`src/hdl/crs_pkg.sv`:
```
// Shared types and constants for the clip rectangle stack.
// Holds the stack entry layout, operation codes and sizing constants; no dependencies.

package crs_pkg;

    localparam int STACK_DEPTH = 16;
    localparam int CNT_W       = $clog2(STACK_DEPTH + 1);

    typedef enum logic [1:0] {
        FUNC_PUSH  = 2'd0,
        FUNC_POP   = 2'd1,
        FUNC_CLEAR = 2'd2
    } crs_func_t;

    // One stored scissor rectangle, 62 bits.
    typedef struct packed {
        logic signed [15:0] x;
        logic signed [15:0] y;
        logic        [14:0] w;
        logic        [14:0] h;
    } crs_rect_t;

    // Shift controls that every cell of the stack sees.
    typedef struct packed {
        logic push;
        logic pop;
    } crs_shift_t;

endpackage

```
`src/hdl/crs_cell.sv`:
```
// One cell of the shifting clip stack: holds one rectangle.
// Depends on crs_pkg for the entry and shift-control types.

module crs_cell (
    input  logic               aclk,
    input  crs_pkg::crs_shift_t shift,
    input  crs_pkg::crs_rect_t  from_above,
    input  crs_pkg::crs_rect_t  from_below,
    output crs_pkg::crs_rect_t  entry
);
    import crs_pkg::*;

    crs_rect_t entry_reg;
    crs_rect_t entry_next;

    // A push moves every entry one cell deeper; a pop moves them back up.
    always_comb begin
        entry_next = entry_reg;
        if (shift.push) begin
            entry_next = from_above;
        end else if (shift.pop) begin
            entry_next = from_below;
        end
    end

    always_ff @(posedge aclk) begin
        entry_reg <= entry_next;
    end

    assign entry = entry_reg;

endmodule

```
`src/hdl/crs_isect.sv`:
```
// Rectangle intersection of the stack top with an incoming rectangle.
// Depends on crs_pkg for the rectangle type.

module crs_isect (
    input  crs_pkg::crs_rect_t a,
    input  crs_pkg::crs_rect_t b,
    output crs_pkg::crs_rect_t r
);
    import crs_pkg::*;

    logic signed [17:0] ax, ay, bx, by;
    logic signed [17:0] ax2, ay2, bx2, by2;
    logic signed [17:0] x1, y1, x2, y2;
    logic signed [17:0] dw, dh;

    always_comb begin
        ax  = 18'(a.x);
        ay  = 18'(a.y);
        bx  = 18'(b.x);
        by  = 18'(b.y);
        ax2 = ax + $signed({3'b000, a.w});
        ay2 = ay + $signed({3'b000, a.h});
        bx2 = bx + $signed({3'b000, b.w});
        by2 = by + $signed({3'b000, b.h});
        x1  = (ax > bx) ? ax : bx;
        y1  = (ay > by) ? ay : by;
        x2  = (ax2 < bx2) ? ax2 : bx2;
        y2  = (ay2 < by2) ? ay2 : by2;
        // An empty overlap collapses to zero size at the max edge.
        dw  = (x2 < x1) ? 18'sd0 : x2 - x1;
        dh  = (y2 < y1) ? 18'sd0 : y2 - y1;
        r.x = x1[15:0];
        r.y = y1[15:0];
        r.w = dw[14:0];
        r.h = dh[14:0];
    end

endmodule

```
`src/hdl/clip_rectangle_stack_core.sv`:
```
// Top level of the nested scissor clip stack.
// Depends on crs_pkg, crs_cell and crs_isect.
//
// Usage:
//   The slave channel carries commands: s_tuser holds the operation (push,
//   pop, clear stack) and s_tdata the rectangle for a push. The master
//   channel carries the active scissor: m_tuser is the enable flag and
//   m_tdata the rectangle, all zero when the scissor is disabled.
//   A push or a pop produces exactly one result beat; a clear or the unused
//   code produces none. The stack is a row of STACK_DEPTH cells with the top
//   entry in the first cell, so each command is resolved from the first two
//   cells and the row shifts by one place in the same cycle.
//   The result of an accepted beat is in the output register in the cycle after
//   it is accepted. Throughput is one command per cycle: s_tready stays high as
//   long as the output register is empty or being drained in that cycle.
//   When the receiver stalls, the result is held and s_tready drops until it
//   is taken; nothing is dropped.
//   Reset (aresetn low, synchronous) empties the stack and the output
//   register; no result is emitted for it.

module clip_rectangle_stack_core (
    input  logic        aclk,
    input  logic        aresetn,
    input  logic        s_tvalid,
    output logic        s_tready,
    input  logic [63:0] s_tdata,   // rect_x[15:0], rect_y[31:16], rect_w[47:32], rect_h[63:48]
    input  logic [1:0]  s_tuser,   // func[1:0]
    output logic        m_tvalid,
    input  logic        m_tready,
    output logic [63:0] m_tdata,   // clip_x[15:0], clip_y[31:16], clip_w[46:32], clip_h[61:47]
    output logic [0:0]  m_tuser    // scissor_on[0]
);
    import crs_pkg::*;

    logic signed [15:0] rect_x, rect_y, rect_w, rect_h;
    logic               s_accept;
    crs_rect_t          clamped;
    crs_rect_t          isect;
    crs_rect_t          push_rect;
    crs_shift_t         shift;
    crs_rect_t          cell_q [0:STACK_DEPTH];
    crs_rect_t          above  [0:STACK_DEPTH-1];

    logic [CNT_W-1:0]   count_reg, count_next;
    logic               m_valid_reg, m_valid_next;
    logic               m_on_reg, m_on_next;
    crs_rect_t          m_data_reg, m_data_next;
    logic               emit;
    logic               emit_on;
    crs_rect_t          emit_rect;

    assign rect_x = s_tdata[15:0];
    assign rect_y = s_tdata[31:16];
    assign rect_w = s_tdata[47:32];
    assign rect_h = s_tdata[63:48];

    assign s_tready = !m_valid_reg || m_tready;
    assign s_accept = s_tvalid && s_tready;

    // Negative sizes count as zero.
    always_comb begin
        clamped.x = rect_x;
        clamped.y = rect_y;
        clamped.w = rect_w[15] ? 15'd0 : rect_w[14:0];
        clamped.h = rect_h[15] ? 15'd0 : rect_h[14:0];
    end

    crs_isect u_isect (
        .a (cell_q[0]),
        .b (clamped),
        .r (isect)
    );

    assign push_rect = (count_reg != '0) ? isect : clamped;

    // Stack control and result selection.
    always_comb begin
        shift      = '0;
        count_next = count_reg;
        emit       = 1'b0;
        emit_on    = 1'b0;
        emit_rect  = '0;
        if (s_accept) begin
            case (s_tuser)
                FUNC_PUSH: begin
                    emit      = 1'b1;
                    emit_on   = 1'b1;
                    emit_rect = push_rect;
                    if (count_reg < CNT_W'(STACK_DEPTH)) begin
                        shift.push = 1'b1;
                        count_next = count_reg + CNT_W'(1);
                    end
                end
                FUNC_POP: begin
                    emit = 1'b1;
                    if (count_reg != '0) begin
                        shift.pop  = 1'b1;
                        count_next = count_reg - CNT_W'(1);
                    end
                    // The second cell becomes the new top after the pop.
                    if (count_reg > CNT_W'(1)) begin
                        emit_on   = 1'b1;
                        emit_rect = cell_q[1];
                    end
                end
                FUNC_CLEAR: begin
                    count_next = '0;
                end
                default: begin
                end
            endcase
        end
    end

    genvar i;
    generate
        for (i = 0; i < STACK_DEPTH; i++) begin : g_cell
            if (i == 0) begin : g_top
                assign above[i] = push_rect;
            end else begin : g_rest
                assign above[i] = cell_q[i-1];
            end
            crs_cell u_cell (
                .aclk       (aclk),
                .shift      (shift),
                .from_above (above[i]),
                .from_below (cell_q[i+1]),
                .entry      (cell_q[i])
            );
        end
    endgenerate

    // The deepest cell keeps its own value on a pop.
    assign cell_q[STACK_DEPTH] = cell_q[STACK_DEPTH-1];

    always_comb begin
        m_valid_next = m_valid_reg;
        m_on_next    = m_on_reg;
        m_data_next  = m_data_reg;
        if (emit) begin
            m_valid_next = 1'b1;
            m_on_next    = emit_on;
            m_data_next  = emit_rect;
        end else if (m_tready) begin
            m_valid_next = 1'b0;
        end
    end

    always_ff @(posedge aclk) begin
        if (!aresetn) begin
            count_reg   <= '0;
            m_valid_reg <= 1'b0;
        end else begin
            count_reg   <= count_next;
            m_valid_reg <= m_valid_next;
        end
        m_on_reg   <= m_on_next;
        m_data_reg <= m_data_next;
    end

    assign m_tvalid   = m_valid_reg;
    assign m_tuser[0] = m_on_reg;
    assign m_tdata    = {2'b00, m_data_reg.h, m_data_reg.w, m_data_reg.y, m_data_reg.x};

    a_count_bound: assert property (@(posedge aclk) disable iff (!aresetn)
        count_reg <= CNT_W'(STACK_DEPTH))
        else $error("stack count beyond depth");

    a_clear_empties: assert property (@(posedge aclk) disable iff (!aresetn)
        s_accept && s_tuser == FUNC_CLEAR |=> count_reg == '0)
        else $error("clear did not empty the stack");

    a_push_grows: assert property (@(posedge aclk) disable iff (!aresetn)
        s_accept && s_tuser == FUNC_PUSH && count_reg < CNT_W'(STACK_DEPTH)
        |=> count_reg == $past(count_reg) + CNT_W'(1))
        else $error("push on a non-full stack did not add an entry");

    a_off_is_zero: assert property (@(posedge aclk) disable iff (!aresetn)
        m_valid_reg && !m_on_reg |-> m_data_reg == '0)
        else $error("disabled scissor carries a nonzero rectangle");

    a_pop_empty_off: assert property (@(posedge aclk) disable iff (!aresetn)
        s_accept && s_tuser == FUNC_POP && count_reg <= CNT_W'(1)
        |=> m_valid_reg && !m_on_reg)
        else $error("pop to an empty stack did not disable the scissor");

endmodule
```
`config.mk`:
```
export PLATFORM = sky130hd
export DESIGN_NAME = clip_rectangle_stack_core
export DESIGN_NICKNAME = d
export VERILOG_FILES = /design/src/hdl/crs_pkg.sv /design/src/hdl/crs_cell.sv /design/src/hdl/crs_isect.sv /design/src/hdl/clip_rectangle_stack_core.sv
export SDC_FILE = /design/constraint.sdc
export NUM_CORES = 2
export LEC_CHECK = 0
export BUFFER_PORTS_ARGS = -buffer_cell sky130_fd_sc_hd__buf_2
export CAP_MARGIN = 10
export CORE_ASPECT_RATIO = 2
export CORE_MARGIN = 2
export CORE_UTILIZATION = 39
export CTS_BUF_LIST = sky130_fd_sc_hd__clkbuf_16
export DETAILED_ROUTE_END_ITERATION = 7
export SLEW_MARGIN = 10
export SYNTH_ARGS = -nofsm -noshare
export SYNTH_HDL_FRONTEND = slang
export SYNTH_SLANG_ARGS = --single-unit
export TNS_END_PERCENT = 30
```
`constraint.sdc`:
```
create_clock -name aclk -period 59.5 [get_ports aclk]
set_input_delay 8.925 -clock aclk [delete_from_list [all_inputs] [get_ports aclk]]
set_output_delay 8.925 -clock aclk [all_outputs]
set_load 0.01 [all_outputs]
```
==> flow_metrics.py <==
metrics = {
    "critical_path": {
        "cp_cell_sequence": "buf_2, nand2b_1, buf_2",
        "start_kind": "input pin",
        "crit_required_ns": 50.58,
        "slowest_stage": "nand2b_1",
        "slowest_delay_ns": 0.16,
        "critical_path.top_delay_family": "buffers and inverters",
        "cp-end-kind": "output pin",
        "worst-path-buf-inv": 2,
        "cp_max_fo": 4,
        "cp_common_cell": "buf_2",
        "crit_type": "in2out",
        "worstPathArrival_ns": 9.34,
    },
    "cells_and_area": {
        "final_util_pct": 43.5,
        "largest_register_ffs": 992,
        "finalNetCount": 5497,
        "syn_to_final_growth_pct": 10.4,
        "fin_area_mm2": 0.0570,
        "drive_gt1_share_pct": 7.04,
        "fillers": 12600,
    },
    "drt": {
        "via_per_inst": 5.14,
        "wl_mm": 125,
        "via_count": 36200,
        "remaining_drc_errors": 0,
        "dr.pass1.iters": 6,
        "drt_iter0_drc": 3339,
        "routedWlPerCell_um": 17.8,
        "ant_nets": 0,
    },
    "clock_tree": {
        "cts_setup_buffers": 0,
        "hold_buffers": 0,
        "tritoncts": "yes",
        "clock_sinks": 1061,
        "clkSlewWorstSetupHoldPaths_ns": 0.07,
        "h-tree-depth": 3,
        "ctsResizeCount": 0,
        "numCtsBuffers": 92,
        "clk_latency_ns": 0.71,
        "cts-root-buf": "clkbuf_16",
        "clock_path_buffers": 3,
    },
    "synth": {
        "yosysWarnings": 0,
        "async_flop_share_pct": 0,
        "yosysSeqAreaShare_pct": 61.6,
        "ys_dominant_reg_cell": "edfxtp_1",
        "postSynthCellCount": 5232,
        "synth_top_area_share_pct": 61.3,
        "ys_ff_latch": 1061,
        "syn_area_mm2": 0.0517,
        "synth_largest_area_cell": "edfxtp_1",
        "synth_edf_count": 1055,
        "ys_types": 77,
        "avgSynthCellArea_um2": 9.87,
        "synth_area_leaders": "edfxtp_1 (61%), nand2_1 (19%), ha_1 (3.9%)",
    },
    "place": {
        "dpl.hpwl_mm": 83.6,
        "gp_congestion": 0.933,
        "port_buffers": 134,
        "dpl-instance-area_mm2": 0.0540,
    },
    "power": {
        "total_power_mw": 1.83,
        "leakage_nw": 23.9,
        "max-vdd-ir-drop_uv": 23.9,
        "power.density_mw_per_mm2": 32.1,
    },
    "sta": {
        "hold_viol": 0,
        "setup_tns_ns": 0,
        "post-route-period-util_pct": 30.7,
        "slew_violations": 0,
        "fin_skew_ns": 0.0411,
        "tightest_slew_ns": 1.25,
        "fmax_ghz": 0.0548,
        "setup_violations": 0,
        "period_needed_ns": 18.26,
        "whs_ns": 0.448,
        "grt_setup_unrepaired": "false",
        "maxSlewHeadroom_pct": 16.5,
    },
    "die": {
        "num_rows": 188,
        "design.die.area_mm2": 0.136,
        "initial_core_util_pct": 39.4,
        "pin_count": 137,
        "die_h_um": 519,
        "die_w_um": 261,
        "core_area_mm2": 0.131,
    },
    "grt": {
        "grt-ovfl-total": 0,
        "grt_pass1_vias": 34600,
        "grt_use_total_pct": 18.2,
        "grt_first_pass_wirelength_mm": 196,
        "grt_max_degree": 209,
        "antenna_found_initial": 1,
    },
    "worst_hold_path": {
        "hold_path_class": "reg2reg",
    },
    "flow_run": {
        "maxCapViolations": 0,
    },
    "outcome": {
        "status": "completed",
    },
}
-- kinds of logic (layout without fill, tap and decap cells) --
group                    after synthesis  count (layout)  synth area share, %
AO/OA/AOI/OAI                        515             515                 6.64
other                                  1               3              0.00726
adder cells (fa/ha/maj)              170             170                 4.20
flip-flops                          1061            1061                 61.6
buffers and inverters                357             450                 2.64
multiplexers                          43              43                0.891
XOR/XNOR                              73              73                 1.24
AND/OR/NAND/NOR                     3012            3012                 22.8
-- stage by stage --
step                      worst slack (ns)  cells
after floorplan                      27.65   5233
after global placement               41.24   6874
after detailed placement             41.24   6874
after CTS                            41.24   7036
after global routing                 41.20   7037
final                                41.24   7037
-- worst paths after layout --
check / start / endpoint / slack (ns) / cells after the start
hold / removal: g_cell[14].u_cell.entry[9]$_DFFE_PP_ / g_cell[15].u_cell.entry[9]$_DFFE_PP_ / 0.45 / 0
hold reg to reg: g_cell[14].u_cell.entry[9]$_DFFE_PP_ / g_cell[15].u_cell.entry[9]$_DFFE_PP_ / 0.45 / 0
setup / recovery: m_tready / s_tready / 41.24 / 3
setup reg to reg: g_cell[0].u_cell.entry[0]$_DFFE_PP_ / g_cell[0].u_cell.entry[8]$_DFFE_PP_ / 51.59 / 30
-- power breakdown --
group          switching [mW]  total [mW]  internal [mW]
Combinational           0.196       0.309          0.113
Sequential             0.0239       0.902          0.878
Clock                   0.282       0.617          0.335
Total                   0.502        1.83           1.33
-- final cells by class --
cell class                 instances  area [um^2]  area share [%]
multi-input combinational       3815        18600            32.5
tap                             1710         2140            3.75
antenna                            1         2.50         0.00439
sequential                      1061        31800            55.8
clock inverter                    67          669            1.17
timing repair buffer             188         1110            1.95
clock buffer                      95         2380            4.17
inverter                         100          383           0.671
-- cell usage after synthesis, drive strengths merged, types with 21 or more instances --
| master | instances |
|---|---|
| a21oi | 126 |
| o21ai | 115 |
| mux2 | 21 |
| mux2i | 22 |
| xnor2 | 51 |
| and2 | 38 |
| a31oi | 43 |
| nand2 | 2673 |
| nand3 | 46 |
| nor2b | 39 |
| edfxtp | 1055 |
| xor2 | 22 |
| ha | 163 |
| nor3 | 31 |
| nor2 | 118 |
| clkbuf | 250 |
| a221o | 32 |
| a211oi | 22 |
| a21o | 47 |
| inv | 100 |
-- cells in the final DEF, fill, tap and decap left out, types with 6 or more instances in the layout --
| cell type | Yosys | layout |
|---|---|---|
| a21o_1 | 47 | 47 |
| a31oi_1 | 43 | 43 |
| nand2b_1 | 12 | 12 |
| and2_1 | 38 | 38 |
| nor2_1 | 118 | 115 |
| a211oi_1 | 20 | 20 |
| buf_4 | 2 | 51 |
| dfxtp_1 | 6 | 6 |
| clkinv_2 | 0 | 19 |
| ha_1 | 163 | 163 |
| xor2_1 | 22 | 22 |
| xnor2_1 | 51 | 51 |
| edfxtp_1 | 1055 | 1055 |
| o21ai_0 | 112 | 112 |
| or3_1 | 11 | 11 |
| a22oi_1 | 14 | 14 |
| mux2_2 | 20 | 20 |
| clkbuf_16 | 0 | 95 |
| inv_1 | 99 | 111 |
| clkinv_1 | 0 | 15 |
| a221oi_1 | 6 | 6 |
| a31o_2 | 6 | 6 |
| a221o_1 | 32 | 32 |
| o21bai_1 | 12 | 12 |
| nand2_1 | 2673 | 2671 |
| nor2b_1 | 39 | 39 |
| o21a_1 | 15 | 15 |
| bufinv_16 | 0 | 10 |
| nand3_1 | 46 | 46 |
| buf_2 | 3 | 134 |
| a22o_1 | 17 | 17 |
| nand4_1 | 12 | 12 |
| nor3_1 | 31 | 30 |
| a21oi_1 | 126 | 126 |
| and3_1 | 14 | 14 |
| fa_1 | 6 | 6 |
| mux2i_1 | 22 | 21 |
-- layer usage --
layer / GRT usage [%] / wire length, um / up-vias / part of all wire [%]
li1: - / - / 17700 / -
met1: 23.1 / 52000 / 17300 / 42
met2: 29.3 / 58300 / 912 / 47
met3: 2.27 / 5620 / 257 / 4.5
met4: 11.9 / 9140 / 0 / 7.3
met5: 0 / 0 / - / 0
Power figures use the tool's default switching activity.
